`config.mk`:
```
export PLATFORM = sky130hd
export DESIGN_NAME = missing_tile_resend_selector_core
export DESIGN_NICKNAME = d
export VERILOG_FILES = /design/src/hw/rtl/mtrs_pkg.sv /design/src/hw/rtl/mtrs_div.sv /design/src/hw/rtl/missing_tile_resend_selector_core.sv
export SDC_FILE = /design/constraint.sdc
export NUM_CORES = 2
export LEC_CHECK = 0
export BUFFER_PORTS_ARGS = -buffer_cell sky130_fd_sc_hd__buf_2
export CORE_UTILIZATION = 35
export CTS_CLUSTER_SIZE = 16
export DETAILED_ROUTE_END_ITERATION = 12
export PLACE_DENSITY = 0.56
export SLEW_MARGIN = 25
export SYNTH_ARGS = -nofsm -noshare
export SYNTH_HDL_FRONTEND = slang
export SYNTH_SLANG_ARGS = --single-unit
```
`constraint.sdc`:
```
create_clock -name clk -period 52.3 [get_ports clk]
set_input_delay 2.615 -clock clk [delete_from_list [all_inputs] [get_ports clk]]
set_output_delay 2.615 -clock clk [all_outputs]
set_load 0.05 [all_outputs]
```
`src/hw/rtl/mtrs_pkg.sv`:
```
package mtrs_pkg;

  // field widths of the request and result
  localparam int OPCODE_W     = 2;
  localparam int WINDOW_W     = 4;
  localparam int BITMAP_W     = 64;
  localparam int FIRST_TILE_W = 10;
  localparam int TILE_COUNT_W = 7;
  localparam int FCN_W        = 6;
  localparam int NEXT_STEP_W  = 2;

  // register widths
  localparam int ACK_MODE_W   = 2;
  localparam int WSIZE_W      = 7;
  localparam int WCOUNT_W     = 5;
  localparam int FTC_W        = 11;
  localparam int TILE_BYTES_W = 8;
  localparam int MTU_W        = 11;
  localparam int TPF_W        = 11;

  // one bitmap slot per window number
  localparam int BM_SLOTS = 16;

  // register port
  localparam int PADDR_W   = 5;
  localparam int PDATA_W   = 32;
  localparam int REG_IDX_W = 3;

  localparam logic [REG_IDX_W-1:0] REG_ACK_MODE     = 3'd0;
  localparam logic [REG_IDX_W-1:0] REG_WINDOW_SIZE  = 3'd1;
  localparam logic [REG_IDX_W-1:0] REG_WINDOW_COUNT = 3'd2;
  localparam logic [REG_IDX_W-1:0] REG_FULL_TILES   = 3'd3;
  localparam logic [REG_IDX_W-1:0] REG_TILE_BYTES   = 3'd4;
  localparam logic [REG_IDX_W-1:0] REG_LINK_MTU     = 3'd5;

  // register reset values
  localparam int ACK_MODE_RST     = 0;
  localparam int WINDOW_SIZE_RST  = 7;
  localparam int WINDOW_COUNT_RST = 1;
  localparam int FULL_TILES_RST   = 0;
  localparam int TILE_BYTES_RST   = 1;
  localparam int LINK_MTU_RST     = 51;
  localparam int TPF_RST          = (LINK_MTU_RST - 1) / TILE_BYTES_RST;

  // opcodes
  localparam logic [OPCODE_W-1:0] OP_WRITE_BITMAP = 2'd0;
  localparam logic [OPCODE_W-1:0] OP_QUEUE_WINDOW = 2'd1;
  localparam logic [OPCODE_W-1:0] OP_RESEND       = 2'd2;

  // ack modes
  localparam logic [ACK_MODE_W-1:0] ACK_PER_WINDOW  = 2'd0;
  localparam logic [ACK_MODE_W-1:0] ACK_SESSION_END = 2'd1;
  localparam logic [ACK_MODE_W-1:0] ACK_MULTI_WIN   = 2'd2;

  // follow-up codes
  localparam logic [NEXT_STEP_W-1:0] NEXT_NONE  = 2'd0;
  localparam logic [NEXT_STEP_W-1:0] NEXT_AGAIN = 2'd1;
  localparam logic [NEXT_STEP_W-1:0] NEXT_WAIT  = 2'd2;

endpackage

```
`src/hw/rtl/mtrs_div.sv`:
```
module mtrs_div import mtrs_pkg::*; (
  input  logic                    clk,
  input  logic                    rst,
  input  logic                    start,
  input  logic [MTU_W-1:0]        dividend,
  input  logic [TILE_BYTES_W-1:0] divisor,
  output logic                    busy,
  output logic                    done,
  output logic [TPF_W-1:0]        quotient
);

  localparam int CNT_W = $clog2(MTU_W + 1);

  logic [MTU_W-1:0]        quo;
  logic [TILE_BYTES_W-1:0] rem;
  logic [TILE_BYTES_W-1:0] dvs;
  logic [CNT_W-1:0]        cnt;
  logic [TILE_BYTES_W:0]   rem_sh;
  logic [TILE_BYTES_W:0]   rem_sub;
  logic                    fits;

  // restoring division, one quotient bit a cycle
  always_comb begin
    rem_sh  = {rem, quo[MTU_W-1]};
    fits    = rem_sh >= {1'b0, dvs};
    rem_sub = rem_sh - {1'b0, dvs};
  end

  always_ff @(posedge clk) begin
    if (rst) begin
      busy <= 1'b0;
      done <= 1'b0;
      cnt  <= '0;
    end else begin
      done <= 1'b0;
      if (start) begin
        quo  <= dividend;
        rem  <= '0;
        dvs  <= divisor;
        cnt  <= CNT_W'(MTU_W);
        busy <= 1'b1;
      end else if (busy) begin
        rem <= fits ? rem_sub[TILE_BYTES_W-1:0] : rem_sh[TILE_BYTES_W-1:0];
        quo <= {quo[MTU_W-2:0], fits};
        cnt <= cnt - CNT_W'(1);
        if (cnt == CNT_W'(1)) begin
          busy <= 1'b0;
          done <= 1'b1;
        end
      end
    end
  end

  assign quotient = TPF_W'(quo);

endmodule

```
`src/hw/rtl/missing_tile_resend_selector_core.sv`:
```
// channel   | handshake                 | payload
// ----------+---------------------------+----------------------------------------------
// request   | in_valid / in_stall       | opcode, window, current_window, bitmap_word
// result    | out_valid / out_stall     | frag_send .. ack_req_pending, one per request
// registers | psel penable pwrite pready| paddr (register i at 4*i), pwdata, prdata
//
// a resend request steps through the bitmap read, the scan states scan1 and scan2, a finish
// state that writes the bitmap back, and the idle state that takes the next request; the
// single bitmap memory port and the read-modify-write of one entry call for these steps
// bitmap writes, queue requests and ignored codes go from idle straight to finish
// after any write to a known register the tiles-per-fragment divider runs, with
// requests stalled
// rst is synchronous; it clears the queue, the served window and the ack-request flag;
// bitmaps hold no value until written
// a result waiting under out_stall holds the finish cycle; requests are still taken
// while an earlier result sits in the output register
module missing_tile_resend_selector_core import mtrs_pkg::*; #(
  parameter int MAX_WINDOW_SIZE = 64,
  parameter int MAX_WINDOWS     = 16
) (
  input  logic                    clk,
  input  logic                    rst,

  input  logic                    in_valid,
  output logic                    in_stall,
  input  logic [OPCODE_W-1:0]     opcode,
  input  logic [WINDOW_W-1:0]     window,
  input  logic [WINDOW_W-1:0]     current_window,
  input  logic [BITMAP_W-1:0]     bitmap_word,

  output logic                    out_valid,
  input  logic                    out_stall,
  output logic                    frag_send,
  output logic [WINDOW_W-1:0]     frag_window,
  output logic [FIRST_TILE_W-1:0] first_tile,
  output logic [TILE_COUNT_W-1:0] tile_count,
  output logic [FCN_W-1:0]        fcn_value,
  output logic                    all1_send,
  output logic                    ack_req_send,
  output logic [NEXT_STEP_W-1:0]  next_step,
  output logic                    ack_req_pending,

  input  logic                    psel,
  input  logic                    penable,
  input  logic                    pwrite,
  input  logic [PADDR_W-1:0]      paddr,
  input  logic [PDATA_W-1:0]      pwdata,
  output logic [PDATA_W-1:0]      prdata,
  output logic                    pready
);

  // bitmap width, tile-length and tile-index widths
  localparam int BW   = MAX_WINDOW_SIZE;
  localparam int LENW = $clog2(BW + 1);
  localparam int IW   = (BW > 1) ? $clog2(BW) : 1;
  // error queue pointers and fill count
  localparam int QAW  = (MAX_WINDOWS > 1) ? $clog2(MAX_WINDOWS) : 1;
  localparam int QCW  = $clog2(MAX_WINDOWS + 1);
  localparam logic [QAW-1:0] QLAST = QAW'(MAX_WINDOWS - 1);
  // window length arithmetic and first-tile sum
  localparam int PW   = FTC_W + LENW;
  localparam int FTW  = WINDOW_W + LENW + 1;
  localparam int BMAW = $clog2(BM_SLOTS);

  typedef enum logic [2:0] {
    S_IDLE,
    S_ADDR,
    S_SCAN1,
    S_SCAN2,
    S_FINISH
  } state_t;

  state_t state;

  // configuration registers
  logic [ACK_MODE_W-1:0]   ack_mode;
  logic [WSIZE_W-1:0]      window_size;
  logic [WCOUNT_W-1:0]     window_count;
  logic [FTC_W-1:0]        full_tile_count;
  logic [TILE_BYTES_W-1:0] tile_bytes;
  logic [MTU_W-1:0]        link_mtu_bytes;
  logic [TPF_W-1:0]        tiles_per_fragment;

  // divider control
  logic                    div_start;
  logic                    div_busy;
  logic                    div_done;
  logic [TPF_W-1:0]        div_quo;
  logic [MTU_W-1:0]        div_dividend;
  logic [TILE_BYTES_W-1:0] div_divisor;

  // register port decode
  logic                    cfg_we;
  logic [REG_IDX_W-1:0]    cfg_idx;
  logic                    cfg_known;

  // error queue
  logic [WINDOW_W-1:0]     q_mem [MAX_WINDOWS];
  logic [WINDOW_W-1:0]     q_rdata;
  logic [QAW-1:0]          q_head;
  logic [QAW-1:0]          q_tail;
  logic [QCW-1:0]          q_count;

  // bitmap memory
  logic [BW-1:0]           bm_mem [BM_SLOTS];
  logic [BW-1:0]           bm_rdata;
  logic [WINDOW_W-1:0]     bm_raddr;
  logic [WINDOW_W-1:0]     bm_waddr;
  logic [BW-1:0]           bm_wdata;
  logic                    bm_we;

  logic [WINDOW_W-1:0]     served_window;
  logic                    ack_req_flag;

  // request held while it is worked on
  logic [OPCODE_W-1:0]     op_q;
  logic [WINDOW_W-1:0]     win_q;
  logic [WINDOW_W-1:0]     cur_q;
  logic [BW-1:0]           word_q;

  // address stage results
  logic [WINDOW_W-1:0]     sel_q;
  logic [LENW-1:0]         len_q;
  logic                    last_q;
  logic                    flag_path_q;

  // scan stage results
  logic [BW-1:0]           bm_q;
  logic [BW-1:0]           lenmask_q;
  logic [BW-1:0]           low_q;
  logic [BW-1:0]           runmask_q;
  logic [BW:0]             endhot_q;
  logic                    all1_q;
  logic [LENW-1:0]         n_q;
  logic [FTW-1:0]          ft_q;
  logic [FCN_W-1:0]        fcn_q;

  // combinational helpers
  logic                    mode_ok;
  logic                    compound;
  logic [LENW-1:0]         ws_eff;
  logic [WINDOW_W-1:0]     sel_win;
  logic                    flag_path;
  logic                    sel_last;
  logic [PW-1:0]           base;
  logic [PW-1:0]           ftc_x;
  logic [PW-1:0]           tail_diff;
  logic [LENW-1:0]         tail_len;
  logic [LENW-1:0]         win_len;

  logic [BW-1:0]           lenmask;
  logic [BW-1:0]           zeros;
  logic [BW-1:0]           low;
  logic [BW:0]             carry_sum;
  logic [IW-1:0]           ws_idx;

  logic [IW-1:0]           start_idx;
  logic [LENW-1:0]         run_len;
  logic [LENW-1:0]         n_clamped;
  logic [FTW-1:0]          ft_sum;
  logic [7:0]              fcn_diff;

  logic [BW:0]             span;
  logic [BW-1:0]           new_bm;
  logic                    complete;
  logic                    out_free;
  logic                    finishing;
  logic                    resend_op;
  logic                    ack_path;
  logic                    resend;
  logic                    frag;
  logic                    push;
  logic                    pop;
  logic                    flag_next;
  logic [NEXT_STEP_W-1:0]  next_val;

  // index of the single set bit of a one-hot vector
  function automatic logic [LENW-1:0] onehot_idx(input logic [BW:0] v);
    logic [LENW-1:0] r;
    r = '0;
    for (int i = 0; i <= BW; i++) begin
      if (v[i]) r = r | LENW'(i);
    end
    return r;
  endfunction

  function automatic logic [QAW-1:0] ptr_inc(input logic [QAW-1:0] p);
    return (p == QLAST) ? '0 : p + QAW'(1);
  endfunction

  // ------------------------------------------------------------------
  // register port
  // ------------------------------------------------------------------
  assign pready    = 1'b1;
  assign cfg_idx   = paddr[PADDR_W-1:2];
  assign cfg_we    = psel && penable && pwrite;
  assign cfg_known = (cfg_idx == REG_ACK_MODE) || (cfg_idx == REG_WINDOW_SIZE) ||
                     (cfg_idx == REG_WINDOW_COUNT) || (cfg_idx == REG_FULL_TILES) ||
                     (cfg_idx == REG_TILE_BYTES) || (cfg_idx == REG_LINK_MTU);

  always_ff @(posedge clk) begin
    if (rst) begin
      ack_mode           <= ACK_MODE_W'(ACK_MODE_RST);
      window_size        <= WSIZE_W'(WINDOW_SIZE_RST);
      window_count       <= WCOUNT_W'(WINDOW_COUNT_RST);
      full_tile_count    <= FTC_W'(FULL_TILES_RST);
      tile_bytes         <= TILE_BYTES_W'(TILE_BYTES_RST);
      link_mtu_bytes     <= MTU_W'(LINK_MTU_RST);
      tiles_per_fragment <= TPF_W'(TPF_RST);
      div_start          <= 1'b0;
    end else begin
      // recompute tiles per fragment the cycle after any write to a known register
      div_start <= cfg_we && cfg_known;
      if (div_done) begin
        tiles_per_fragment <= div_quo;
      end
      if (cfg_we) begin
        unique case (cfg_idx)
          REG_ACK_MODE:     ack_mode        <= pwdata[ACK_MODE_W-1:0];
          REG_WINDOW_SIZE:  window_size     <= pwdata[WSIZE_W-1:0];
          REG_WINDOW_COUNT: window_count    <= pwdata[WCOUNT_W-1:0];
          REG_FULL_TILES:   full_tile_count <= pwdata[FTC_W-1:0];
          REG_TILE_BYTES:   tile_bytes      <= pwdata[TILE_BYTES_W-1:0];
          REG_LINK_MTU:     link_mtu_bytes  <= pwdata[MTU_W-1:0];
          default: ;
        endcase
      end
    end
  end

  always_comb begin
    unique case (cfg_idx)
      REG_ACK_MODE:     prdata = PDATA_W'(ack_mode);
      REG_WINDOW_SIZE:  prdata = PDATA_W'(window_size);
      REG_WINDOW_COUNT: prdata = PDATA_W'(window_count);
      REG_FULL_TILES:   prdata = PDATA_W'(full_tile_count);
      REG_TILE_BYTES:   prdata = PDATA_W'(tile_bytes);
      REG_LINK_MTU:     prdata = PDATA_W'(link_mtu_bytes);
      default:          prdata = '0;
    endcase
  end

  // zero-byte tiles count as one byte; an mtu of zero fits no tile
  assign div_dividend = (link_mtu_bytes != '0) ? link_mtu_bytes - MTU_W'(1) : '0;
  assign div_divisor  = (tile_bytes != '0) ? tile_bytes : TILE_BYTES_W'(1);

  mtrs_div u_div (
    .clk      (clk),
    .rst      (rst),
    .start    (div_start),
    .dividend (div_dividend),
    .divisor  (div_divisor),
    .busy     (div_busy),
    .done     (div_done),
    .quotient (div_quo)
  );

  // ------------------------------------------------------------------
  // memories
  // ------------------------------------------------------------------
  always_ff @(posedge clk) begin
    if (push && finishing) begin
      q_mem[q_tail] <= win_q;
    end
    // head entry always read; settled the cycle after the head moves
    q_rdata <= q_mem[q_head];
  end

  always_ff @(posedge clk) begin
    if (bm_we) begin
      bm_mem[bm_waddr[BMAW-1:0]] <= bm_wdata;
    end
    if (state == S_ADDR) begin
      bm_rdata <= bm_mem[bm_raddr[BMAW-1:0]];
    end
  end

  // ------------------------------------------------------------------
  // address stage: pick the window, its length and the bitmap to read
  // ------------------------------------------------------------------
  assign mode_ok  = (ack_mode == ACK_PER_WINDOW) || (ack_mode == ACK_SESSION_END) ||
                    (ack_mode == ACK_MULTI_WIN);
  assign compound = (ack_mode == ACK_MULTI_WIN);
  assign ws_eff   = (window_size > WSIZE_W'(BW)) ? LENW'(BW) : LENW'(window_size);

  always_comb begin
    // compound mode serves the queue head, or keeps the last served window
    if (compound) begin
      sel_win = (q_count != '0) ? q_rdata : served_window;
    end else begin
      sel_win = win_q;
    end
    flag_path = compound && ack_req_flag;
    bm_raddr  = flag_path ? cur_q : sel_win;

    // the last window is shortened to what the full-tile total leaves
    sel_last  = (window_count != '0) && (WCOUNT_W'(sel_win) == window_count - WCOUNT_W'(1));
    base      = PW'(window_count - WCOUNT_W'(1)) * PW'(ws_eff);
    ftc_x     = PW'(full_tile_count);
    tail_diff = ftc_x - base;
    if (ftc_x <= base) begin
      tail_len = '0;
    end else if (tail_diff > PW'(ws_eff)) begin
      tail_len = ws_eff;
    end else begin
      tail_len = LENW'(tail_diff);
    end
    win_len = sel_last ? tail_len : ws_eff;
  end

  // ------------------------------------------------------------------
  // scan stage one: missing tiles, first of them, and the run that follows
  // ------------------------------------------------------------------
  always_comb begin
    for (int i = 0; i < BW; i++) begin
      lenmask[i] = (len_q > LENW'(i));
    end
    zeros     = ~bm_rdata & lenmask;
    low       = zeros & (~zeros + BW'(1));
    // adding the lowest missing bit carries through the run and stops past it
    carry_sum = {1'b0, zeros} + {1'b0, low};
    ws_idx    = IW'(ws_eff - LENW'(1));
  end

  // ------------------------------------------------------------------
  // scan stage two: run start, length clamped to the fragment size
  // ------------------------------------------------------------------
  always_comb begin
    start_idx = IW'(onehot_idx({1'b0, low_q}));
    run_len   = onehot_idx(endhot_q) - LENW'(start_idx);
    n_clamped = (TPF_W'(run_len) > tiles_per_fragment) ? LENW'(tiles_per_fragment) : run_len;
    ft_sum    = FTW'(sel_q) * FTW'(ws_eff) + FTW'(start_idx);
    fcn_diff  = 8'(ws_eff) - 8'(start_idx) - 8'd1;
  end

  // ------------------------------------------------------------------
  // finish: mark sent tiles, follow-up, queue and flag
  // ------------------------------------------------------------------
  always_comb begin
    out_free  = !out_valid || !out_stall;
    finishing = (state == S_FINISH) && out_free;

    span      = ({1'b0, low_q} << n_q) - (BW + 1)'(1);
    new_bm    = bm_q | (span[BW-1:0] & runmask_q);
    complete  = &(new_bm | ~lenmask_q);

    resend_op = (op_q == OP_RESEND) && mode_ok;
    ack_path  = resend_op && compound && flag_path_q;
    resend    = resend_op && !ack_path;
    frag      = resend && (n_q != '0);

    push      = (op_q == OP_QUEUE_WINDOW) && (q_count < QCW'(MAX_WINDOWS));
    pop       = resend && compound && complete && (q_count != '0);

    flag_next = ack_req_flag;
    if (resend && (ack_mode == ACK_SESSION_END) && complete) begin
      flag_next = 1'b1;
    end
    if (resend && compound && complete && (q_count <= QCW'(1))) begin
      flag_next = 1'b1;
    end
    if (ack_path) begin
      flag_next = 1'b0;
    end

    next_val = NEXT_NONE;
    if (ack_path) begin
      next_val = NEXT_WAIT;
    end else if (resend && (ack_mode == ACK_PER_WINDOW)) begin
      if (!complete) begin
        next_val = NEXT_AGAIN;
      end else if (len_q != '0) begin
        next_val = NEXT_WAIT;
      end
    end

    bm_we    = finishing && ((op_q == OP_WRITE_BITMAP) || frag);
    bm_waddr = (op_q == OP_WRITE_BITMAP) ? win_q : sel_q;
    bm_wdata = (op_q == OP_WRITE_BITMAP) ? word_q : new_bm;
  end

  assign in_stall = (state != S_IDLE) || div_start || div_busy;

  // ------------------------------------------------------------------
  // sequencer and result register
  // ------------------------------------------------------------------
  always_ff @(posedge clk) begin
    if (rst) begin
      state         <= S_IDLE;
      out_valid     <= 1'b0;
      q_head        <= '0;
      q_tail        <= '0;
      q_count       <= '0;
      served_window <= '0;
      ack_req_flag  <= 1'b0;
    end else begin
      // result taken and no new one replacing it this cycle
      if (out_valid && !out_stall && !finishing) begin
        out_valid <= 1'b0;
      end
      unique case (state)
        S_IDLE: begin
          if (in_valid && !in_stall) begin
            op_q   <= opcode;
            win_q  <= window;
            cur_q  <= current_window;
            word_q <= bitmap_word[BW-1:0];
            state  <= ((opcode == OP_RESEND) && mode_ok) ? S_ADDR : S_FINISH;
          end
        end
        S_ADDR: begin
          sel_q       <= sel_win;
          len_q       <= win_len;
          last_q      <= sel_last;
          flag_path_q <= flag_path;
          state       <= S_SCAN1;
        end
        S_SCAN1: begin
          bm_q      <= bm_rdata;
          lenmask_q <= lenmask;
          low_q     <= low;
          runmask_q <= zeros & ~carry_sum[BW-1:0];
          endhot_q  <= carry_sum & ~{1'b0, zeros};
          // all-1 needed when the last tile of the current window is missing
          all1_q    <= last_q && (ws_eff != '0) && !bm_rdata[ws_idx];
          state     <= S_SCAN2;
        end
        S_SCAN2: begin
          n_q     <= n_clamped;
          ft_q    <= ft_sum;
          fcn_q   <= FCN_W'(fcn_diff);
          state   <= S_FINISH;
        end
        S_FINISH: begin
          if (out_free) begin
            out_valid       <= 1'b1;
            frag_send       <= frag;
            frag_window     <= frag ? sel_q : (ack_path ? cur_q : '0);
            first_tile      <= frag ? FIRST_TILE_W'(ft_q) : '0;
            tile_count      <= frag ? TILE_COUNT_W'(n_q) : '0;
            fcn_value       <= frag ? fcn_q : '0;
            all1_send       <= ack_path && all1_q;
            ack_req_send    <= ack_path;
            next_step       <= next_val;
            ack_req_pending <= flag_next;
            ack_req_flag    <= flag_next;
            if (resend_op) begin
              served_window <= sel_q;
            end
            if (push) begin
              q_tail  <= ptr_inc(q_tail);
              q_count <= q_count + QCW'(1);
            end
            if (pop) begin
              q_head  <= ptr_inc(q_head);
              q_count <= q_count - QCW'(1);
            end
            state <= S_IDLE;
          end
        end
        default: state <= S_IDLE;
      endcase
    end
  end

endmodule

```
==> flow_summary_export.csv <==
group,metric,value,unit
logic_synthesis,synth_area,84100,sq um
worst_setup_path,crit_required,53020,ps
worst_setup_path,path_class,"register to register",
placed_design,dp_hpwl,197,mm
drt,post_drt_wl_per_cell,27.6,microns
cells_and_area,final_area,94200,sq um
timing,fmax,125,MHz
floorplanning,die_w,492,microns
timing,worst-slew-pin-transition,1280,ps
clocking,clk_latency,850,ps
drt,routed-via-count,61230,
power,irDropWorstVdd,0.0226,mV
cells_and_area,final_util,0.395,
drt,drc_errors,10,
timing,tns,0,ps
floorplanning,die_h,492,microns
logic_synthesis,syn_area_per_cell,11.8,sq um
cells_and_area,area_growth,12.1,%
worst_setup_path,crit_chain,"buf_4, buf_4, mux4_2, nand2_1, a31oi_1, a211oi_1, and2_1, nor3b_4, nand3b_2, nor4b_1, xor2_1, a2111o_1, nor4_2, nand4_2, or2_1, a211oi_1, mux2_1",
drt,drt_pass1_iterations,13,
drt,wirelength,290,mm
worst_setup_path,cp-end-kind,"register",
logic_synthesis,synth_most_common_cell,"edfxtp_1",
cells_and_area,drive_above_1_share,0.122,
drt,dr.first_iter.drc_count,7466,
logic_synthesis,netlist_top_cells_count,"edfxtp_1, nand2_1, nor2_1",
clocking,cts_root_buffer,"clkbuf_16",
worst_setup_path,crit_fanout,58,
worst_setup_path,max_stage_delay,800,ps
logic_synthesis,yosys-top-cells-area,"edfxtp_1, nand2_1, mux4_2",
global_routing,grt_pass1_wl,415,mm
floorplanning,dieArea,242000,sq um
logic_synthesis,synth_edf_count,1642,
logic_synthesis,netlist.top_cell.by_area,"edfxtp_1",
timing,rsz0062_at_grt,"no",
placed_design,portBuffers,140,
clocking,clock_path_buffers,3,
clocking,clkTransAtPathRegs,60,ps
floorplanning,num_rows,179,
power,power.density,31.6,nW/um^2
logic_synthesis,synth-main-ff-cell,"edfxtp_1",
placed_design,gp_congestion,1.04,
worst_setup_path,worstPathArrival,8700,ps
logic_synthesis,async_reset_ff_frac,0,
run,max_cap_viol_count,0,
global_routing,globalRouteOverflowTotal,0,
clocking,cts-resized-gates,0,
worst_setup_path,cp_slowest_cell,"nor4_2",
placed_design,place_area,88500,sq um
clocking,cts_sinks,1730,
run_status,status,"finished, violations left",
hold_path,hp-class,"register to register",
timing,fin_crit_sh,0.153,
power,p_leak,32.4,nW
clocking,post-cts-setup-buffers,0,
drt,final_antenna_net_count,0,
logic_synthesis,yosys.area.top_type_share,0.587,
timing,drv_slew,0,
worst_setup_path,startpoint_type,"register",
logic_synthesis,synth-seq-cells,1730,
floorplanning,ios,186,
global_routing,grt_pass1_vias,57856,
logic_synthesis,syn_inst,7150,
run_status,violations,"design-rule violations",
logic_synthesis,yosys_warnings,0,
floorplanning,core,238000,sq um
drt,viasPerCell,5.83,
placed_design,dpl_worst_slack,44480,ps
global_routing,track_usage,0.234,
timing,period_minus_slack,7980,ps
timing,setup_violations,0,
clocking,htreeDepth,4,
clocking,ctsHoldBuffers,0,
global_routing,grt_max_degree,156,
timing,setup_ws,44320,ps
timing,clock_skew,33.3,ps
timing,hold_viol,0,
global_routing,antenna_found_initial,9,
logic_synthesis,synth_cell_types,118,
timing,slew_headroom,0.138,
clocking,cts_tree,"yes",
clocking,numCtsBuffers,176,
floorplanning,initial_utilization,0.353,
logic_synthesis,ys_seq_area_frac,0.608,
cells_and_area,finalNetCount,7465,
-- worst paths after layout --
kind | slack [ps] | cells after the start | to | from
setup reg to reg | 44320 | 17 | q_count[2] | n_q[0]
hold reg to reg | 500 | 0 | bm_q[35] | bm_rdata[35]
hold / removal | 500 | 0 | bm_q[35] | bm_rdata[35]
setup / recovery | 44320 | 17 | q_count[2] | n_q[0]
-- registers in the layout (all words and copies together), names as in the netlist, 10 cells and up --
signal,count
bm_mem,1024
q_mem,64
bm_rdata,64
ft_q,10
low_q,64
lenmask_q,64
link_mtu_bytes,11
first_tile,10
runmask_q,63
full_tile_count,11
endhot_q,64
tiles_per_fragment,11
word_q,64
bm_q,64
u_div.quotient,11
-- critical path, delay by kind of cell, from the launching register on --
kind	cells	cell delay (ps)
mux	2	760
xor+xnor	1	300
buf+inv	2	1280
flops	1	320
compound gates	4	1680
simple gates	8	3480
-- power breakdown --
group          internal [mW]  switching [mW]  total (mW)
registers               1.53          0.0176        1.55
logic                 0.0528           0.132       0.185
clock network          0.701           0.539        1.24
total                   2.29           0.689        2.98
-- cell usage in the layout (no fill, tap or decap), types with 166 or more instances in the layout --
cell type and n:
inv_1 198, and3_1 173, nand2_1 1351, a311oi_1 197, mux2i_1 166, nor2_1 418, edfxtp_1 1642, clkbuf_16 183
nand3_1 340, a21oi_1 305
-- cell type report --
cell class                      count  area, sq um
Clock inverter                     98          877
Inverter                          207          777
Multi-Input combinational cell   4780        30800
Timing Repair Buffer              302         1980
Sequential cell                  1730        51100
Clock buffer                      223         4740
Tap cell                         3167         3960
Antenna cell                        4         10.0
Fill cell                       22721       144000
-- per-stage QoR --
step	power [mW]	hold WS [ps]	cells
floorplan	1.70	424	7170
global placement	1.76	471	10185
detailed placement	1.76	489	10185
CTS	3.00	504	10506
global route	3.06	526	10508
finish	2.98	498	10511
-- logic make-up (layout without fill, tap and decap cells) --
logic type                 Yosys count  count (layout)  synth area share
AOI/OAI and AO/OA                 1196            1196            0.0979
and+or+nand+nor                   2962            2962             0.165
muxes                              346             346            0.0604
DFF                               1730            1730             0.608
other                                2              26         0.0000893
xor gates and xnor gates           104             104            0.0108
adders and majority gates          150             150            0.0258
buffers and inverters              660             830            0.0327
-- per-layer routing --
layer  GRT usage  wire length [microns]  up-vias  share of wire
met4       0.115                  15300        0          0.053
met1       0.320                 121000    30891           0.42
li1            -                      -    26860              -
met5           0                      0        -              0
met2       0.364                 132000     2917           0.46
met3      0.0340                  22000      562          0.076
Note: power is estimated with default switching activity, not from simulation.
